<file path="config.mk">
export PLATFORM = sky130hd
export DESIGN_NAME = tdpt_ctrl
export DESIGN_NICKNAME = d
export VERILOG_FILES = /design/src/hw/rtl/tdpt_pkg.sv /design/src/hw/rtl/tdpt_ctrl.sv
export SDC_FILE = /design/constraint.sdc
export NUM_CORES = 1
export LEC_CHECK = 0
export BUFFER_PORTS_ARGS = -buffer_cell sky130_fd_sc_hd__buf_2
export CORE_UTILIZATION = 48
export CTS_CLUSTER_DIAMETER = 80
export CTS_CLUSTER_SIZE = 20
export DETAILED_ROUTE_END_ITERATION = 8
export PLACE_DENSITY = 0.76
export SYNTH_ARGS = -nofsm -noshare
export SYNTH_HDL_FRONTEND = slang
export SYNTH_SLANG_ARGS = --single-unit
export TNS_END_PERCENT = 5
</file>
<file path="constraint.sdc">
create_clock -name clk_i -period 1.79 [get_ports clk_i]
set_input_delay 0.0895 -clock clk_i [delete_from_list [all_inputs] [get_ports clk_i]]
set_output_delay 0.0895 -clock clk_i [all_outputs]
set_load 0.01 [all_outputs]
</file>
<file path="src/hw/rtl/tdpt_pkg.sv">
`timescale 1ns / 1ps
// ----------------------------------------------------------------------------
// Trial division prime table package
// Shared constants, result status codes and the command and status groups
// that join the controller to the datapath.
// ----------------------------------------------------------------------------
package tdpt_pkg;

  localparam int unsigned TABLE_DEPTH_DEF  = 1024;
  localparam int unsigned NUMBER_WIDTH_DEF = 32;
  localparam int unsigned LIMIT_W          = 32;
  localparam int unsigned STATUS_W         = 3;
  localparam int unsigned FIRST_PRIME      = 2;

  typedef enum logic [STATUS_W-1:0] {
    ST_COMPOSITE    = 3'd0,
    ST_STORED       = 3'd1,
    ST_FULL         = 3'd2,
    ST_OVER_LIMIT   = 3'd3,
    ST_UNDETERMINED = 3'd4,
    ST_OUT_OF_ORDER = 3'd5
  } status_e;

  typedef struct packed {
    logic    accept;
    logic    idx_clr;
    logic    idx_inc;
    logic    rd_en;
    logic    div_start;
    logic    out_load;
    logic    commit;
    status_e out_status;
  } dp_cmd_t;

  typedef struct packed {
    logic over_limit;
    logic out_of_order;
    logic div_done;
    logic p_gt_q;
    logic rem_zero;
    logic idx_last;
    logic table_full;
    logic out_free;
  } dp_sts_t;

endpackage

</file>
<file path="src/hw/rtl/tdpt_ctrl.sv">
`timescale 1ns / 1ps
// ----------------------------------------------------------------------------
// Trial division prime table controller
// Sequences the checks, the walk over stored primes and the hand-off of the
// result word.
// ----------------------------------------------------------------------------
module tdpt_ctrl (
  input  logic              clk_i,
  input  logic              rst_ni,
  input  logic              in_valid_i,
  output logic              in_stall_o,
  input  tdpt_pkg::dp_sts_t sts_i,
  output tdpt_pkg::dp_cmd_t cmd_o
);

  typedef enum logic [6:0] {
    S_IDLE   = 7'b0000001,
    S_CHECK  = 7'b0000010,
    S_READ   = 7'b0000100,
    S_LOAD   = 7'b0001000,
    S_DIV    = 7'b0010000,
    S_EVAL   = 7'b0100000,
    S_FINISH = 7'b1000000
  } state_e;

  state_e            state_q, state_d;
  tdpt_pkg::status_e st_q, st_d;

  always_comb begin
    state_d          = state_q;
    st_d             = st_q;
    cmd_o            = '0;
    cmd_o.out_status = st_q;
    case (state_q)
      S_IDLE: begin
        if (in_valid_i) begin
          cmd_o.accept = 1'b1;
          state_d      = S_CHECK;
        end
      end
      S_CHECK: begin
        if (sts_i.over_limit) begin
          st_d    = tdpt_pkg::ST_OVER_LIMIT;
          state_d = S_FINISH;
        end else if (sts_i.out_of_order) begin
          st_d    = tdpt_pkg::ST_OUT_OF_ORDER;
          state_d = S_FINISH;
        end else begin
          cmd_o.idx_clr = 1'b1;
          state_d       = S_READ;
        end
      end
      S_READ: begin
        cmd_o.rd_en = 1'b1;
        state_d     = S_LOAD;
      end
      S_LOAD: begin
        cmd_o.div_start = 1'b1;
        state_d         = S_DIV;
      end
      S_DIV: begin
        if (sts_i.div_done) begin
          state_d = S_EVAL;
        end
      end
      S_EVAL: begin
        if (sts_i.p_gt_q) begin
          st_d    = sts_i.table_full ? tdpt_pkg::ST_FULL : tdpt_pkg::ST_STORED;
          state_d = S_FINISH;
        end else if (sts_i.rem_zero) begin
          st_d    = tdpt_pkg::ST_COMPOSITE;
          state_d = S_FINISH;
        end else if (sts_i.idx_last) begin
          st_d    = tdpt_pkg::ST_UNDETERMINED;
          state_d = S_FINISH;
        end else begin
          cmd_o.idx_inc = 1'b1;
          state_d       = S_READ;
        end
      end
      S_FINISH: begin
        if (sts_i.out_free) begin
          cmd_o.out_load = 1'b1;
          cmd_o.commit   = (st_q == tdpt_pkg::ST_STORED);
          state_d        = S_IDLE;
        end
      end
      default: begin
        state_d = S_IDLE;
      end
    endcase
  end

  always_ff @(posedge clk_i or negedge rst_ni) begin
    if (!rst_ni) begin
      state_q <= S_IDLE;
      st_q    <= tdpt_pkg::ST_COMPOSITE;
    end else begin
      state_q <= state_d;
      st_q    <= st_d;
    end
  end

  assign in_stall_o = (state_q != S_IDLE);

endmodule

</file>
Word-level counts from Yosys, hierarchy flattened
Cells that the tools add are included.

Flip-flop bits (word level): 10. Input port bits: 11. Output and inout port bits: 11. Logic and storage cells: 48.

Equality and inequality tests: 14. Muxes and demuxes: 29. Reductions and logical operators: 3.

Operators with widths (number): $mux W7 (8); $pmux W7 S7 (1); $mux W3 (5); $mux W1 (11); $eq A7 B1 Y1 const B (1); $eq A7 B2 Y1 const B (1); $eq A7 B3 Y1 const B (1); $eq A7 B4 Y1 const B (1); $eq A7 B5 Y1 const B (1); $eq A7 B6 Y1 const B (1); $eq A7 B7 Y1 const B (1); $ne A7 B1 Y1 const B (1); $mux W2 (3); $ne A2 B2 Y1 const B (3); $pmux W3 S2 (1); $reduce_and A3 Y1 (2); $ne A4 B4 Y1 const B (1); $eq A3 B1 Y1 const B (1); $ne A3 B3 Y1 const B (1); $reduce_bool A2 Y1 (1).

Longest topological paths before layout
Gate-level depths: netlist of the first run.

Word-level depth: 4. Gate-level depth with buffers: 5.

Worst setup path before layout of the first run
Ideal clock, no wire load.

Kind: flip-flop to output port. Start point: register state_q[2]. End point: output cmd_o[3] (netlist name). Data arrival time: 1.514 ns. Required time: 1.701 ns. Path slack: 0.187 ns. Cell stages (with the launch flop): 6. Buffers on the path: 1. Cell sequence: dfrtp_1 buf_6 nor3_4 and2_1 and3_1 nor4b_1.

RTL lines: start: declaration (RTL line tdpt_ctrl.sv:26) `state_e state_q, state_d;`; start signal: assignment (RTL line tdpt_ctrl.sv:99) `state_q <= state_d;`; end: declaration (RTL line tdpt_ctrl.sv:13) `output tdpt_pkg::dp_cmd_t cmd_o`.

==> run metrics, run 1 <==
Routed Antenna Nets 0; CTS tree done; Total Power 0.00104 W; Hold Crit Class in -> reg; Slew HR 79.2%; Overflow after GRT 0; pwr dens 1180 nW/um2; register area share after synthesis 36.4%; Total Wirelength about 1500 um; Switch Pwr 0.000410 W; leak pwr 0.430 nW; Clock Skew roughly 0.0018 ns; Avg Inst Size Synth between 8 and 9 um2; Main synth FF type dfrtp_1; filler instances 114; Worst-Margin Slew slightly above 0.3 ns; largest net degree at the start of global routing 12; routed vias 650; Async SR Flop Fraction 100%; register bit total from synthesis 10; DR vias/cell 5.42; vias in the first global route 527; Max Clk Rate about 580 MHz; Synth Warn # 0; slowest CP cell dfstp_2; Initial Util between 50% and 60%; WL per Instance 12.6 um; Final nets 117; Clock Latency Late Sink roughly 0.27 ns; Area growth syn-to-layout 27.5%; final std cells w/o fill 120; Worst EP arrival 1.63 ns; Final Max Tran Viols 0; Max FO, Critical Path 8; Crit. Startpoint state_q[0]; die height between 30 and 40 um; gr usage total 22.3%; Setup TNS 0 ns; Post-synth EDFFs 0; Flop pwr share 39.6%; area leader, netlist dfrtp_1; Req. time, crit path approximately 1.7 ns; First-pass DRT Iterations 4; Synth area leaders dfrtp_1 33%, nor2_1 6.5%, nor3_1 5.1%; Ports 22; fin crit share 95.8%; Mapped Cells 78; RD Place Congestion 0.790; most frequent cells in the layout 21 x buf_2, 12 x nor2_1, 7 x dfrtp_1; total internal power roughly 0.00063 W; CP delay by family, top simple AND/OR/NAND/NOR gates; core area 1320 um2; Buffers on Ports 21; initial antenna violation count 0; CTS Buf Count 3; mapped cell area 691 um2; number of placed instances, taps included 112; Worst Path Buf+Inv 1; final hold vios 0; HPWL after DPL between 1000 and 1500 um; post-synthesis net count between 80 and 90; DRT iter0 DRCs 17; startpoint types register; min-delay src sts_i[0]; fin crit period ~1.7 ns; # rows 13; Max VDD drop 0.818 mV; antenna cell count 0; Clock Path Buffers 2; Cell Chain, Critical Path nor3_2 > and2_1 > and3_1 > nor4b_4 > buf_2; max cap viols 0; post-synth top area share 32.6%; chip width 39.9 um; Crit Path Category reg -> out; # DRC 0; Setup-failing EPs final 0; sw frac 39.5%; share of cells above drive strength 1 41.9%; Clock power frac 19.6%; Root Buffer clkbuf_4; Worst-path clk slew 0.07 ns; logic gate share of total power between 40% and 50%; CP endpoint kind primary output; H-tree lvl count 1; status finished, final reports clean; CTS sink cnt 10; die area 1590 um2; reg2reg start state_q[6]; Yosys cell types 32; Largest stage delay, worst path 0.42 ns; first-pass GRT wire length 2310 um; commonest non-fill, non-tap cell in the layout buf_2
[layout make-up]
type | count | area [um2] | area share [%]
Clock buffer | 4 | 36.3 | 4.12
Inverter | 5 | 18.8 | 2.13
Sequential cell | 10 | 254 | 28.8
Timing Repair Buffer | 28 | 160 | 18.2
Tap cell | 15 | 18.8 | 2.13
Multi-Input combinational cell | 58 | 393 | 44.6
[power groups by stage]
| stage | Combinational (W) | Sequential, W | Clock [W] |
|---|---|---|---|
| final | 0.000424 | 0.000410 | 0.000203 |
| after detailed placement | 0.000388 | 0.000396 | 0 |
| after CTS | 0.000400 | 0.000395 | 0.000209 |
| after global placement | 0.000387 | 0.000392 | 0 |
| after floorplan | 0.000331 | 0.000362 | 0 |
| after global routing | 0.000471 | 0.000420 | 0.000224 |
[path summary, 6_finish.rpt]
| path | endpoint | slack (ns) | cells past startpoint |
|---|---|---|---|
| min reg2reg | st_q[0] | 0.57 | 2 |
| min | state_q[6] | 0.05 | 2 |
| min in group asynchronous | state_q[3] | 0.21 | 2 |
| max in group asynchronous | state_q[0] | 1.32 | 2 |
| max reg2reg | st_q[2] | 0.21 | 4 |
| max | cmd_o[3] | 0.07 | 5 |
[worst reg2reg max path: stages, from the launching register on]
cell and delay (ns):
dfrtp_1 0.48, nor4b_4 0.30, nand2_2 0.13, mux2_4 0.30, mux2_2 0.26
[per-layer routing]
layer  global-route usage [%]  up-vias  part of all wire, %
li1                         -      332                    -
met1                     29.2      299                   49
met2                     33.5       19                   44
met3                     10.0        0                  6.3
met4                     5.17        0                    0
met5                        0        -                    0
[Yosys cell counts, types with 2 or more instances]
library cell and instances:
nand3_1 2, o21ai_0 3, xor2_1 2, buf_6 2
nor4_1 2, mux2_2 2, nand2_1 6, dfrtp_1 9
a21oi_1 3, inv_1 5, nor3_1 7, nor2_1 12
nor4b_1 3, o2111ai_1 2
[kinds of logic (layout without fill, tap and decap cells)]
logic type / count (synthesis) / after routing / synth area share (%)
simple gates: 43 / 43 / 36.4
flops: 10 / 10 / 36.4
buf+inv: 10 / 37 / 9.60
compound gates: 9 / 9 / 8.15
mux: 4 / 4 / 6.88
xor+xnor: 2 / 2 / 2.54
[flip-flops by register name, summed over array words and instances (netlist names)]
name and cells:
state_q 7, st_q 3
[per-stage QoR]
step	worst slack (ns)	hold slack [ns]	instance area (um2)	util, %
after floorplan	0.187	-0.206	691	-
final	0.0743	0.0486	881	66.9
after global placement	0.233	-0.0362	790	59.9
after CTS	0.00863	0.0449	848	64.4
after detailed placement	0.186	-0.0354	790	59.9
after global routing	-0.00694	0.0518	881	66.9
[what timing repair did]
item	4_1_cts	5_1_grt
hold endpoints to repair	10	0
buffers inserted	1	2
endpoints found under the setup margin	1	1
pin swaps	1	1
gates resized for setup	1	4
hold buffers	1	0
Note: power is estimated with default switching activity, not from simulation.
==> run 2, diff against run 1 <==
Settings changed: RECOVER_POWER set to 25.
==> run metrics, run 2 (synthesis results as in run 1) <==
Switch Pwr 0.000411 W; fin crit share between 90% and 100%; Final Max Tran Viols 0; Clock Latency Late Sink 0.26 ns; chip width roughly 40 um; Setup-failing EPs final 0; Flop pwr share 39.5%; Routed Antenna Nets 0; reg2reg start state_q[6]; vias in the first global route 527; Ports 22; min-delay src sts_i[0]; Max VDD drop 0.819 mV; H-tree lvl count 1; Req. time, crit path 1.70 ns; commonest non-fill, non-tap cell in the layout buf_2; Max Clk Rate 583 MHz; RD Place Congestion 0.790; Clock Path Buffers 2; largest net degree at the start of global routing 12; most frequent cells in the layout 20 x buf_2, 12 x nor2_1, 7 x dfrtp_1; max reg flops 7; Crit Path Category reg -> out; Reg2Reg Setup Slack between 0.2 and 0.25 ns; leak pwr ~0.43 nW; HPWL after DPL 1110 um; CP endpoint kind primary output; first-pass GRT wire length between 2000 and 2500 um; Hold WS roughly 0.049 ns; Worst EP arrival 1.63 ns; Initial Util 52.4%; Worst-Margin Slew 0.562 ns; hold endpoint state_q[6]; slowest CP cell dfstp_2; Clock Skew 0.00179 ns; CTS sink cnt 10; startpoint types register; Largest stage delay, worst path 0.42 ns; status finished, final reports clean; CTS tree done; # rows 13; max cap viols 0; core area approximately 1300 um2; Hold Path Depth 2; total internal power 0.000628 W; number of placed instances, taps included 112; sw frac around two fifths; Reg2Reg Capture Point st_q[2]; antenna cell count 0; final std cells w/o fill 120; final hold vios 0; fin crit period 1.72 ns; Slew HR 62.6%; Worst-path clk slew 0.07 ns; logic gate share of total power 40.9%; Root Buffer clkbuf_4; Total Power between 0.001 and 0.0015 W; Largest regs state_q x7, st_q x3; Overflow after GRT 0; pwr dens about 1200 nW/um2; gr usage total 22.3%; routed vias 646; WL per Instance 12.6 um; Area growth syn-to-layout 27.4%; Cell Chain, Critical Path nor3_2 > and2_1 > and3_1 > nor4b_4 > buf_2; Reg2Reg Depth 4; Buffers on Ports 21; Total Wirelength 1510 um; die area 1590 um2; Max FO, Critical Path 8; Design Area, Final about 880 um2; Most flops, register state_q; First-pass DRT Iterations 4; initial antenna violation count 0; DR vias/cell around 5.4; # DRC 0; Area after DPL 790 um2; share of cells above drive strength 1 41.0%; die height 39.9 um; post-layout util 66.8%; Hold Crit Class in -> reg; CTS Buf Count 3; Final nets 117; DRT iter0 DRCs 17; Clock power frac 19.6%
==> run 2: cell types whose count changed in the layout (fill, tap and decap cells not counted), sizes merged <==
| cell | change |
|---|---|
| buf | -1 |
| clkbuf | +1 |
==> run 2: cell type report <==
cell class | count | area (um2)
fill | 114 | 438
inverter | 5 | 18.8
clock buffer | 4 | 36.3
timing repair buffer | 28 | 159
multi-input combinational | 58 | 393
tap | 15 | 18.8
sequential | 10 | 254
==> run 2: critical path, delay by kind of cell (launching register included) <==
family	cells	cell delay (ns)
simple gates	4	0.77
flops	1	0.42
buf+inv	1	0.17
==> run 2: what timing repair did <==
item	in CTS	in global routing
pin swaps	1	1
setup buffers	1	2
endpoints found under the hold margin	10	0
endpoints found under the setup margin	1	1
hold buffers	1	0
gates resized for setup	1	4
==> run 2: worst max-delay path by stage <==
stage / slack (ns) / endpoint / startpoint / depth (start not counted)
after floorplan: 0.19 / cmd_o[3] / state_q[2] / 5
after global placement: 0.23 / st_q[2] / state_q[1] / 4
after detailed placement: 0.19 / st_q[2] / state_q[1] / 4
after CTS: 0.009 / cmd_o[3] / state_q[1] / 5
after global routing: -0.007 / cmd_o[3] / state_q[0] / 5
final: 0.07 / cmd_o[3] / state_q[0] / 5
==> run 2: power by group through the flow <==
| stage | Combinational (W) | Clock, W | Sequential, W |
|---|---|---|---|
| 6_report | 0.000424 | 0.000203 | 0.000410 |
| 4_1_cts | 0.000400 | 0.000209 | 0.000395 |
| 3_5_place_dp | 0.000388 | 0 | 0.000396 |
| 3_3_place_gp | 0.000387 | 0 | 0.000392 |
| 5_1_grt | 0.000471 | 0.000224 | 0.000420 |
| 2_1_floorplan | 0.000331 | 0 | 0.000362 |
==> run 2: per-stage QoR <==
| step | setup slack (ns) | setup TNS [ns] |
|---|---|---|
| after floorplan | 0.187 | 0 |
| after detailed placement | 0.186 | 0 |
| after global placement | 0.233 | 0 |
| final | 0.0747 | 0 |
| after global routing | -0.00694 | -0.00694 |
| after CTS | 0.00863 | 0 |
==> run 2: routing by layer <==
layer	GRT usage (%)	routed length, um	up-vias
met5	0	0	-
met4	5.17	0	0
met3	10.0	84	0
met2	33.5	672	17
met1	29.2	757	298
li1	-	-	331
==> run 3, diff against run 2 <==
Settings changed: ABC_AREA set to 1, CORE_UTILIZATION 48 to 47, PLACE_DENSITY 0.76 to 0.75.
==> run metrics, run 3 <==
# DRC 2; Worst-path clk slew ~0.070 ns; final worst setup slack 0.257 ns; Slew HR approximately 62%; Largest stage delay, worst path 0.41 ns; startpoint types register; filler instances ~120; leak pwr around 0.48 nW; Initial Util 50.3%; Clock Path Buffers 2; Synth area leaders dfrtp_1 35%, nand2_1 11%, nor2_1 9.3%; DRT iter0 DRCs 16; Mapped Cells 88; worst slack, placed between 0.5 and 0.6 ns; most frequent CP cell nor2_2; most frequent cells in the layout 20 x buf_2, 19 x nand2_1, 16 x nor2_1, 13 x inv_1, 9 x dfrtp_1; postcts setup bufs 0; Critical Path Stages 7; post-synthesis net count 99; Flop pwr share 34.4%; Total Wirelength 1270 um; mapped cell area between 600 and 700 um2; Largest regs state_q x7, st_q x3; Cell Chain, Critical Path nor2_2 > nand2_4 > inv_2 > nand2_1 > nor2_2 > and3_1 > buf_2; min-delay src sts_i[2]; Worst Path Buf+Inv 2; Reg2Reg Setup Slack 0.53 ns; Final nets 126; pwr dens 1250 nW/um2; logic gate share of total power 46.0%; post-layout util between 60 and 70%; Crit Path Category reg -> out; Buffers on Ports 21; gr usage total a little over a fifth; H-tree lvl count 1; CTS sink cnt 10; Worst EP arrival 1.44 ns; max cap viols 0; largest net degree at the start of global routing 11; CTS tree done; Clock power frac 19.7%; Post-synth EDFFs 0; status finished, violations left; vias in the first global route 538; WL per Instance 9.86 um; post-synth top area share 34.8%; Hold Crit Class in -> reg; initial antenna violation count 0; Seq. cell area roughly 250 um2; Multi-input gate area about 340 um2; share of cells above drive strength 1 37.7%; Routed Antenna Nets 0; antenna cell count 0; most frequent cell after synthesis nand2_1; synth cell count leaders 19 x nand2_1, 16 x nor2_1, 13 x inv_1; die area between 1500 and 2000 um2; Max VDD drop 0.490 mV; RSZ-0062 raised after global routing false; chip width ~39 um; first-pass GRT wire length 2140 um; Crit. Startpoint state_q[2]; crit path to cmd_o[3]; Root Buffer clkbuf_4; die height 39.1 um; Clock Skew 0.00271 ns; area leader, netlist dfrtp_1; register bit total from synthesis 10; Ports 22; HPWL after DPL 1070 um; Main synth FF type dfrtp_1; slowest CP cell dfrtp_1; fin crit period 1.53 ns; Overflow after GRT 0; First-pass DRT Iterations 6; Setup-failing EPs final 0; CTS Buf Count 3; DR vias/cell 4.64; fin crit share 85.6%; Worst-Margin Slew 0.564 ns; Max Clk Rate about 650 MHz; register area share after synthesis 38.9%; Req. time, crit path 1.70 ns; CP delay by family, top simple AND/OR/NAND/NOR gates; Async SR Flop Fraction 100%; Max FO, Critical Path 4; Final Max Tran Viols 0; sw frac 42.1%; failing checks design-rule violations; max reg flops 7; Setup TNS 0 ns; reg2reg start state_q[2]; Switch Pwr approximately 0.00043 W; Most flops, register state_q; Area growth syn-to-layout 26.1%; core area 1280 um2; CP endpoint kind primary output; post_cts resized 0; # rows 13; Yosys cell types 21; Synth Warn # 0; RD Place Congestion 0.785; Clock Latency Late Sink 0.26 ns; Reg2Reg Capture Point st_q[2]; routed vias 599; Avg Inst Size Synth 7.35 um2; Reg2Reg Depth 8; commonest non-fill, non-tap cell in the layout buf_2; total internal power 0.000592 W; final hold vios 0
-- run 3: layout make-up --
cell class	instances	share of cell area [%]
repair buffers	22	14.0
multi-input cells	63	41.6
inverters	15	6.90
well taps	15	2.30
flip-flops and latches	10	30.8
clock buffers	4	4.45
-- run 3: what timing repair did --
item,in CTS,in global routing
hold buffers,1,0
endpoints found under the hold margin,10,0
endpoints found under the setup margin,0,0
-- run 3: layer usage --
metal  share of wire (%)  up-vias  routed length [um]  GRT usage [%]
met3                 3.9        0                  49           5.78
met2                  49       18                 624           37.1
met5                   0        -                   0              0
met4                   0        0                   0           5.17
met1                  47      258                 598           24.2
li1                    -      323                   -              -
-- run 3: worst min path at each step --
| stage | end | slack (ns) | cells after the start |
|---|---|---|---|
| global route | state_q[2] | 0.06 | 2 |
| floorplan | st_q[0] | -0.21 | 0 |
| finish | state_q[2] | 0.06 | 2 |
| CTS | state_q[2] | 0.06 | 2 |
| detailed placement | st_q[0] | -0.04 | 1 |
| global placement | state_q[6] | -0.04 | 1 |
-- run 3: power by group through the flow --
stage          logic (W)  registers (W)  clock network [W]
5_1_grt         0.000541       0.000361           0.000217
2_1_floorplan   0.000326       0.000363                  0
3_5_place_dp    0.000472       0.000356                  0
4_1_cts         0.000475       0.000352           0.000202
3_3_place_gp    0.000460       0.000353                  0
6_report        0.000470       0.000351           0.000201
-- run 3: kinds of logic after synthesis --
kind of cell    after synthesis  synth area share, %
simple gates                 56                 45.8
buf+inv                      15                 8.70
flops                        10                 38.9
compound gates                7                 6.58
-- run 3: metrics by stage --
stage / cells / hold slack [ns] / power [W] / instance area [um2]
2_1_floorplan: 88 / -0.206 / 0.000689 / 647
5_1_grt: 129 / 0.0625 / 0.00112 / 816
4_1_cts: 129 / 0.0588 / 0.00103 / 817
3_5_place_dp: 124 / -0.0374 / 0.000828 / 771
6_report: 129 / 0.0603 / 0.00102 / 816
3_3_place_gp: 124 / -0.0424 / 0.000813 / 771
